### src/design/ncc_ram.sv
// ----------------------------------------------------------------------------
// ncc_ram
// Generic simple dual port RAM: one write port, one read port, registered
// read data.
// ----------------------------------------------------------------------------
module ncc_ram #(
  parameter int WIDTH  = 8,
  parameter int DEPTH  = 512,
  parameter int ADDR_W = $clog2(DEPTH)
) (
  input  logic              clk,
  input  logic              wr_en,
  input  logic [ADDR_W-1:0] wr_addr,
  input  logic [WIDTH-1:0]  wr_data,
  input  logic [ADDR_W-1:0] rd_addr,
  output logic [WIDTH-1:0]  rd_data
);

  logic [WIDTH-1:0] mem [DEPTH];

  always_ff @(posedge clk) begin
    if (wr_en) begin
      mem[wr_addr] <= wr_data;
    end
    rd_data <= mem[rd_addr];
  end

endmodule

### config.mk
export PLATFORM = sky130hd
export DESIGN_NAME = ncc_ram
export DESIGN_NICKNAME = d
export VERILOG_FILES = /design/src/design/ncc_ram.sv
export SDC_FILE = /design/constraint.sdc
export NUM_CORES = 2
export LEC_CHECK = 0
export ABC_AREA = 0
export BUFFER_PORTS_ARGS = -buffer_cell sky130_fd_sc_hd__clkbuf_2
export CAP_MARGIN = 5
export CORE_MARGIN = 10
export CORE_UTILIZATION = 28
export DETAILED_ROUTE_END_ITERATION = 7
export SLEW_MARGIN = 0
export SYNTH_ARGS = -nofsm -noshare
export SYNTH_HDL_FRONTEND = slang
export SYNTH_SLANG_ARGS = --single-unit
### constraint.sdc
create_clock -name clk -period 3.8 [get_ports clk]
set_input_delay 0.95 -clock clk [delete_from_list [all_inputs] [get_ports clk]]
set_output_delay 0.95 -clock clk [all_outputs]
set_load 0.01 [all_outputs]
==> flow_metrics.env <==
export IMPL_outcome="completed"
export IMPL_io_pins=36
export IMPL_synth_edf_count=4096
export IMPL_ys_ff_latch=4104
export IMPL_clk_pin_slew_ns=0.06
export IMPL_wl_um=435000
export IMPL_setup_violations=0
export IMPL_path_class="input port to flop"
export IMPL_yosysUniqueCellTypes=51
export IMPL_critPathMaxFanout=32
export IMPL_pwr_share_clk_pct=42.3
export IMPL_via_count=84200
export IMPL_io_buffers=35
export IMPL_synth_seq_area_share_pct=77.0
export IMPL_p_seq_share_pct=52.5
export IMPL_max_freq_mhz=272
export IMPL_yosysMostFrequentCell="edfxtp_1"
export IMPL_dp_cells=15900
export IMPL_route_antenna_remaining_nets=0
export IMPL_finalHoldViolCount=0
export IMPL_die_h_um=776
export IMPL_power_density_mw_per_mm2=506
export IMPL_critPathCaptureType="flop"
export IMPL_clk_path_buf_depth=4
export IMPL_grt_first_pass_wirelength_um=624000
export IMPL_yosys_warnings=0
export IMPL_cts_root_buf="clkbuf_16"
export IMPL_track_usage_pct=13.9
export IMPL_worst_pin_slew_ns=1.26
export IMPL_netlist_area_mm2=0.160
export IMPL_cts_num_sinks=4104
export IMPL_rsz0062_at_grt="no"
export IMPL_skew_ns=0.0579
export IMPL_hp_class="input port to flop"
export IMPL_cp_required_ns=4.72
export IMPL_clkLatencyLatePin_ns=0.98
export IMPL_switchingPower_mw=20.4
export IMPL_final_nets=8785
export IMPL_avgSynthCellArea_um2=19.9
export IMPL_synthesis_nets=8058
export IMPL_finalPower_mw=95.1
export IMPL_period_share_pct=96.6
export IMPL_dpl_hpwl_um=279000
export IMPL_slew_headroom_pct=15.1
export IMPL_netlist_area_leader_share_pct=76.9
export IMPL_die_area_mm2=0.602
export IMPL_grt_pass1_vias=85100
export IMPL_drc_errors=0
export IMPL_start_util_pct=28.1
export IMPL_worst_ep_arrival_time_ns=4.60
export IMPL_place_congestion=0.848
export IMPL_cts_htree_levels=5
export IMPL_finalMaxSlewViolations=0
export IMPL_cts_tree="built"
export IMPL_ir_drop_mv=0.447
export IMPL_period_minus_slack_ns=3.67
export IMPL_first_pass_iters=6
export IMPL_stdcell_count=16600
export IMPL_yosys_top_cells_count="edfxtp_1, mux2i_1, mux4_2, nor2_1, o221ai_1"
export IMPL_layout_area_overhead_vs_synth_pct=17.6
export IMPL_ys_flop_type="edfxtp_1"
export IMPL_switching_share_pct=21.5
export IMPL_drive_gt1_share_pct=23.2
export IMPL_antenna_found_initial=38
export IMPL_drt_first_iter_violations=10900
export IMPL_core_rowCount=277
export IMPL_startpoint_type="input port"
export IMPL_grt_max_degree=108
export IMPL_max_cap_violations=0
export IMPL_p_int_mw=74.7
export IMPL_p_leak_nw=59.6
export IMPL_die_w_um=776
export IMPL_wl_per_cell_um=26.1
export IMPL_cts_buffers=408
export IMPL_synthCells=8030
export IMPL_vias_per_cell=5.06
export IMPL_synthArstFlopShare_pct=0
export IMPL_core_mm2=0.569
export IMPL_grt_ovfl_total=0
export IMPL_power_frac_comb_pct=5.2
export IMPL_synth_top_cell_by_area="edfxtp_1"
export IMPL_synthTopCellsByArea="edfxtp_1, mux4_2, mux2i_1"
worst paths after layout:
check / endpoint / from / cells past startpoint / slack (ns)
max: rd_data[5] / rd_addr[1] / 12 / 0.13
min: mem[176][4] / wr_data[4] / 1 / 0.43
max reg2reg: rd_data[0] / mem[41][0] / 9 / 0.56
min reg2reg: rd_data[5] / mem[335][5] / 6 / 1.26
routing by layer:
metal  GRT usage, %  routed length [µm]
met1           18.5              173000
met2           22.8              208000
met3           2.70               39000
met4           4.36               14500
met5              0                 105
repair_timing:
item | CTS | global route
hold buffers | 0 | 0
buffers inserted | 0 | 0
resized for setup | 1 | 1
endpoints found under the setup margin | 1 | 1
metrics by stage:
step	worst slack [ns]	setup TNS, ns	cell area, µm²	hold WS, ns	util [%]
detailed placement	-1.10	-4.36	175000	1.23	30.7
global placement	-1.07	-4.73	175000	1.23	30.7
finish	0.128	0	188000	0.429	33.1
CTS	0.0251	0	188000	0.379	33.1
global route	0.162	0	188000	0.404	33.1
floorplan	0.878	0	160000	0.938	-
cells in the final DEF (no fill, tap or decap), types with 20 or more instances in the layout:
cell / instances
buf_4: 644
mux4_2: 654
nor2_1: 597
bufinv_16: 44
nand4_1: 32
a21oi_1: 194
clkbuf_2: 23
clkinv_2: 92
mux2i_1: 797
clkinv_1: 86
nand3_1: 32
clkbuf_16: 417
o21ai_0: 118
o22ai_1: 163
nor3_1: 108
o221ai_1: 371
nand2_1: 97
a22oi_1: 61
and2_1: 20
clkbuf_1: 71
edfxtp_1: 4096
nor4_1: 34
buf_12: 151
critical path, stage by stage:
cell	delay (ns)
buf_8	0.15
or2_4	0.33
buf_12	0.19
buf_4	0.21
o221ai_1	0.34
a21oi_1	0.24
nor4_2	0.69
buf_4	0.22
nand4_1	0.44
nor4_1	0.43
buf_4	0.17
o2111a_1	0.17
sequential cells by signal (all words and copies together), names as in the netlist:
signal   count
rd_data      8
mem       4096
power groups by stage:
stage / Sequential [mW] / Combinational (mW) / Clock (mW)
floorplan: 50.8 / 2.37 / 0
global placement: 50.9 / 4.88 / 0
detailed placement: 50.9 / 4.96 / 0
CTS: 49.9 / 4.98 / 40.9
global route: 49.9 / 5.20 / 42.6
finish: 49.9 / 4.96 / 40.3
layout make-up:
type	count	area [µm²]
Clock inverter	262	2680
Sequential cell	4104	123000
Timing Repair Buffer	830	8140
Multi-Input combinational cell	3410	34000
Antenna cell	12	30.0
Clock buffer	488	10700
Tap cell	7533	9430
Fill cell	53300	381000
Inverter	3	18.8
cell families (layout without fill, tap and decap cells):
logic type	count (synthesis)	in the layout	share of synthesized area [%]
other cells	0	12	0
flops	4104	4104	77.0
buf+inv	516	1583	1.85
simple gates	980	980	2.63
mux	1451	1451	14.2
compound gates	979	979	4.31
No activity file was read; power rests on OpenSTA's default activity.
