File: config.mk
export PLATFORM = sky130hd
export DESIGN_NAME = ncc_dist_unit
export DESIGN_NICKNAME = d
export VERILOG_FILES = /design/src/design/ncc_pkg.sv /design/src/design/ncc_dist_unit.sv
export SDC_FILE = /design/constraint.sdc
export NUM_CORES = 2
export LEC_CHECK = 0
export BUFFER_PORTS_ARGS = -buffer_cell sky130_fd_sc_hd__buf_2
export CORE_MARGIN = 5
export CORE_UTILIZATION = 66
export CTS_CLUSTER_SIZE = 30
export DETAILED_ROUTE_END_ITERATION = 7
export GPL_TIMING_DRIVEN = 1
export PLACE_DENSITY = 0.84
export SYNTH_ARGS = -nofsm -noshare
export SYNTH_HDL_FRONTEND = slang
export SYNTH_SLANG_ARGS = --single-unit
File: constraint.sdc
create_clock -name clk -period 9 [get_ports clk]
set_input_delay 0.45 -clock clk [delete_from_list [all_inputs] [get_ports clk]]
set_output_delay 0.45 -clock clk [all_outputs]
set_load 0.005 [all_outputs]
File: src/design/ncc_pkg.sv
// ----------------------------------------------------------------------------
// ncc_pkg
// Shared field widths, center entry layout and sequencer states for the
// nearest center classifier.
// ----------------------------------------------------------------------------
package ncc_pkg;

  localparam int RA_W      = 25;
  localparam int DEC_W     = 24;
  localparam int ENTRY_W   = 9;
  localparam int PC_W      = 10;
  localparam int ROW_W     = 32;
  localparam int DIST_W    = 2 * RA_W + 1;
  localparam int IN_DATA_W = 64;
  localparam int OUT_DATA_W = 96;

  // cycles from the last table read issue to the final best update
  localparam int DRAIN_CYCLES = 3;

  localparam logic [PC_W-1:0] PC_RESET = 10'd512;

  localparam logic MODE_LOAD     = 1'b0;
  localparam logic MODE_CLASSIFY = 1'b1;

  typedef logic [RA_W-1:0]          ra_t;
  typedef logic signed [DEC_W-1:0]  dec_t;
  typedef logic [DIST_W-1:0]        dist_t;

  typedef struct packed {
    dec_t dec;
    ra_t  ra;
  } center_t;

  typedef enum logic [6:0] {
    ST_CLEAR  = 7'b0000001,
    ST_IDLE   = 7'b0000010,
    ST_SCAN   = 7'b0000100,
    ST_DRAIN  = 7'b0001000,
    ST_CNT_RD = 7'b0010000,
    ST_UPDATE = 7'b0100000,
    ST_DONE   = 7'b1000000
  } state_t;

endpackage

File: src/design/ncc_dist_unit.sv
// ----------------------------------------------------------------------------
// ncc_dist_unit
// Pipelined squared distance unit: absolute differences, then squares, then
// the sum on the output. One center per cycle, two register stages.
// ----------------------------------------------------------------------------
module ncc_dist_unit #(
  parameter int IDX_W = 9
) (
  input  logic               clk,
  input  logic               rst,
  input  logic               in_valid,
  input  logic [IDX_W-1:0]   in_idx,
  input  ncc_pkg::center_t   point,
  input  ncc_pkg::center_t   center,
  output logic               out_valid,
  output logic [IDX_W-1:0]   out_idx,
  output ncc_pkg::dist_t     out_dist
);

  localparam int RA_W   = ncc_pkg::RA_W;
  localparam int DEC_W  = ncc_pkg::DEC_W;
  localparam int DIST_W = ncc_pkg::DIST_W;

  logic signed [RA_W:0]  ra_diff;
  logic signed [DEC_W:0] dec_diff;
  logic [RA_W-1:0]       ra_abs_next;
  logic [DEC_W-1:0]      dec_abs_next;

  logic                  a_valid;
  logic [IDX_W-1:0]      a_idx;
  logic [RA_W-1:0]       a_ra;
  logic [DEC_W-1:0]      a_dec;

  logic [2*RA_W-1:0]     ra_sq;
  logic [2*DEC_W-1:0]    dec_sq;

  assign ra_diff  = $signed({1'b0, point.ra}) - $signed({1'b0, center.ra});
  assign dec_diff = $signed({point.dec[DEC_W-1], point.dec})
                  - $signed({center.dec[DEC_W-1], center.dec});

  assign ra_abs_next  = ra_diff[RA_W]   ? RA_W'(-ra_diff)   : RA_W'(ra_diff);
  assign dec_abs_next = dec_diff[DEC_W] ? DEC_W'(-dec_diff) : DEC_W'(dec_diff);

  always_ff @(posedge clk) begin
    if (rst) begin
      a_valid   <= 1'b0;
      out_valid <= 1'b0;
    end else begin
      a_valid   <= in_valid;
      out_valid <= a_valid;
    end
  end

  always_ff @(posedge clk) begin
    a_idx   <= in_idx;
    a_ra    <= ra_abs_next;
    a_dec   <= dec_abs_next;
    out_idx <= a_idx;
    ra_sq   <= a_ra * a_ra;
    dec_sq  <= a_dec * a_dec;
  end

  assign out_dist = DIST_W'(ra_sq) + DIST_W'(dec_sq);

endmodule

==> results.md <==
* Status: complete, no violations
* Fin crit share at 0.933
* Max H-tree Level at 4
* Number of port buffers at 170
* # fillers at 4824
* Setup repair bufs after CTS at 0
* Synthesized flop and latch total at 165
* Syn Inst Count at 4843
* Max Cap Viol at 0
* Crit path max-delay family: adder cells
* Vias in the first global route at about 36000
* Mapped Area at ~43000 sq um
* First-pass GRT wire length at around 170000 um
* Drt pass-1 iters at 6
* Initial core utilization at 0.663
* EDFF count, synth at 0
* Yosys top cell area share at 0.410
* Clk_lat worst skew at about 0.5 ns
* Final setup TNS at 0 ns
* GPL Wtd Cong at around 0.94
* Layout cells sized above 1 at 0.0561
* Die area at 71000 sq um
* Final setup viols at 0
* CTS tree: done
* Hpwl dp at between 80000 and 90000 um
* Main synth FF type: dfxtp_1
* Iteration-0 DRC Markers at between 2000 and 2500
* Clock Path Buffers at 2
* Root buffer cell: clkbuf_16
* Post-synth cell types at 81
* Antenna Cells at 0
* Flop2flop setup slack at about 0.6 ns
* Row cnt at 94
* DR DRC count at 0
* Final Hold Viols at 0
* GR Util All Layers at 0.289
* Worst Path Required at around 9.4 ns
* Clock transition at the registers of the reported paths at ~0.09 ns
* Final non-filler cell total at roughly 6000
* Final Slew Violations at 0
* Crit path max fanout at 25
* Synth area leaders: fa_1 (41%), ha_1 (13%), inv_1 (12%), dfxtp_1 (7.6%), nand2_1 (3.5%)
* Routed WL at a little under 100000 um
* Pin count of the biggest net entering global routing at 26
* Mapped Nets at 6304
* Vias per inst at about 5.6
* Crit path capture type: flop
* Core ar. at ~66000 sq um
* Clk sinks at 165
* Vert. Die Dim at 266 um
* Yosys top cell by area: fa_1
* Asr flop ratio synth at 0
* IO Pins at 171
* Max-slew headroom at 0.237
* Die width at approximately 270 um
* WS Path Type: flop to flop
* Net count, final at 6418
* Final Critical Period at between 8 and 9 ns
* Placed cell count at between 5000 and 6000
* Worst Skew at 0.0200 ns
* Top-count cell post-synth: inv_1
* Post-synth top cells: inv_1 (1374), fa_1 (890), ha_1 (461)
* Worst EP arrival at 8.80 ns
* Mapped Avg Cell Area at 8.96 sq um
* Slowest cell on the critical path: dfxtp_1
* Top cell by count, worst path: fa_1
* Antenna Violating Nets Remaining at 0
* Routed WL per cell at 16.9 um
* Buf/Inv on CP at 5
* Min-Delay Path Class: input pin to flop
* Ys Warns at 0
* Area Overhead vs Synth at 5.65%
* Gr ovfl total at 0
* F_max at about 120 MHz
* RSZ-0062 raised after global routing: no
* Cts bufs inserted at 17
* Slew @ Worst Pin at 1.14 ns
* Crit path cell chain: nand2_1 -> fa_1 -> inv_1 -> fa_1 -> inv_1 -> fa_1 -> inv_1 -> fa_1 -> fa_1 -> fa_1 -> inv_1 -> fa_1 -> inv_1 -> ha_1 -> a21o_1 -> a21oi_1 -> o211ai_1 -> a21oi_1 -> o211ai_1 -> a41oi_1 -> nor3b_1 -> o41ai_1 -> o21ai_0 -> xor2_1
* Initial antenna violation count at 0
* Critical Path Max Stage Delay at between 1 and 1.5 ns
* CP Launch Type: flop
* Via count at around 33000
* Seq/Total Area, Yosys at 0.0761
## logic make-up (layout without fill, tap and decap cells)
group,count (synthesis),count (layout),synth area share
XOR/XNOR,210,210,0.0424
buffers and inverters,1497,1624,0.130
flip-flops,165,165,0.0761
multiplexers,10,10,0.00242
AND/OR/NAND/NOR,1033,1033,0.117
AO/OA/AOI/OAI,577,577,0.0894
adder cells (fa/ha/maj),1351,1351,0.543
## repair_timing
action,CTS,global route
endpoints found under the setup margin,0,0
resized for setup,0,0
hold buffers,5,0
hold endpoints to repair,5,0
## through the flow
step | setup slack, ns | util | hold slack (ns) | instance area (sq um)
final | 0.602 | 0.700 | 0.0284 | 45900
after global routing | 0.307 | 0.700 | 0.0236 | 45900
after CTS | 0.716 | 0.700 | 0.00330 | 45900
after detailed placement | 0.785 | 0.690 | 0.313 | 45200
after global placement | 1.05 | 0.690 | 0.310 | 45200
after floorplan | 1.75 | - | 0.310 | 43400
## layer usage
metal  wire length, um  up-vias  track usage
met5                 0        -            0
met1             38000    16400        0.362
met4              3720        0        0.107
met3              6330      297       0.0431
met2             50600     1114        0.510
li1                  -    14900            -
## final timing paths
path / start / end / depth (start not counted)
worst max-delay path: a_dec[5]$_DFF_P_ / dec_sq[42]$_DFF_P_ / 24
worst min-delay path: in_idx[7] / a_idx[7]$_DFF_P_ / 1
worst max register to register: a_dec[5]$_DFF_P_ / dec_sq[42]$_DFF_P_ / 24
worst min register to register: a_idx[3]$_DFF_P_ / out_idx[3]$_DFF_P_ / 0
## worst register-to-register path, stage by stage (launching register included)
cell	delay (ns)
dfxtp_1	1.07
nand2_1	0.21
fa_1	0.63
inv_1	0.06
fa_1	0.48
inv_1	0.06
fa_1	0.52
inv_1	0.05
fa_1	0.40
fa_1	0.48
fa_1	0.54
inv_1	0.05
fa_1	0.49
inv_1	0.06
ha_1	0.35
a21o_1	0.21
a21oi_1	0.20
o211ai_1	0.11
a21oi_1	0.24
o211ai_1	0.29
a41oi_1	0.51
nor3b_1	0.14
o41ai_1	0.69
o21ai_0	0.25
xor2_1	0.19
## flip-flops by register name (all words and copies together) (netlist names)
register / count
a_idx: 9
ra_sq: 49
a_valid: 1
out_valid: 1
a_ra: 25
a_dec: 24
out_idx: 9
dec_sq: 47
## cells in the final DEF (no fill, tap or decap), types with 8 or more instances in the layout
cell type | Yosys | routed
clkbuf_16 | 0 | 17
or3_1 | 8 | 8
xor2_1 | 73 | 73
o21a_1 | 26 | 26
and2_1 | 239 | 239
nand4_1 | 21 | 21
a31oi_1 | 17 | 17
nand2_1 | 403 | 403
a21oi_1 | 171 | 171
dfxtp_1 | 165 | 165
a21boi_0 | 9 | 9
inv_1 | 1374 | 1374
nand2b_1 | 22 | 22
a21o_1 | 106 | 106
nor3_1 | 37 | 37
a211o_1 | 8 | 8
o21ai_0 | 80 | 80
nor2b_1 | 31 | 31
nor2_1 | 154 | 154
or2_2 | 10 | 10
o211ai_1 | 14 | 14
buf_2 | 5 | 170
nand3_1 | 46 | 46
ha_1 | 461 | 461
o21bai_1 | 22 | 22
fa_1 | 890 | 890
o31ai_1 | 10 | 10
and3_1 | 21 | 21
xnor2_1 | 137 | 137
buf_4 | 0 | 43
a211oi_1 | 17 | 17
## layout make-up
class,instances,area [sq um],share of cell area
multi-input cells,3181,34500,0.752
inverters,1374,5160,0.112
clock inverters,15,193,0.00420
repair buffers,218,1220,0.0267
clock buffers,17,425,0.00928
well taps,864,1080,0.0236
flip-flops and latches,165,3300,0.0720
Power is not shown: default switching activity piles up to over one toggle a cycle in this logic, so the estimate is an artifact.
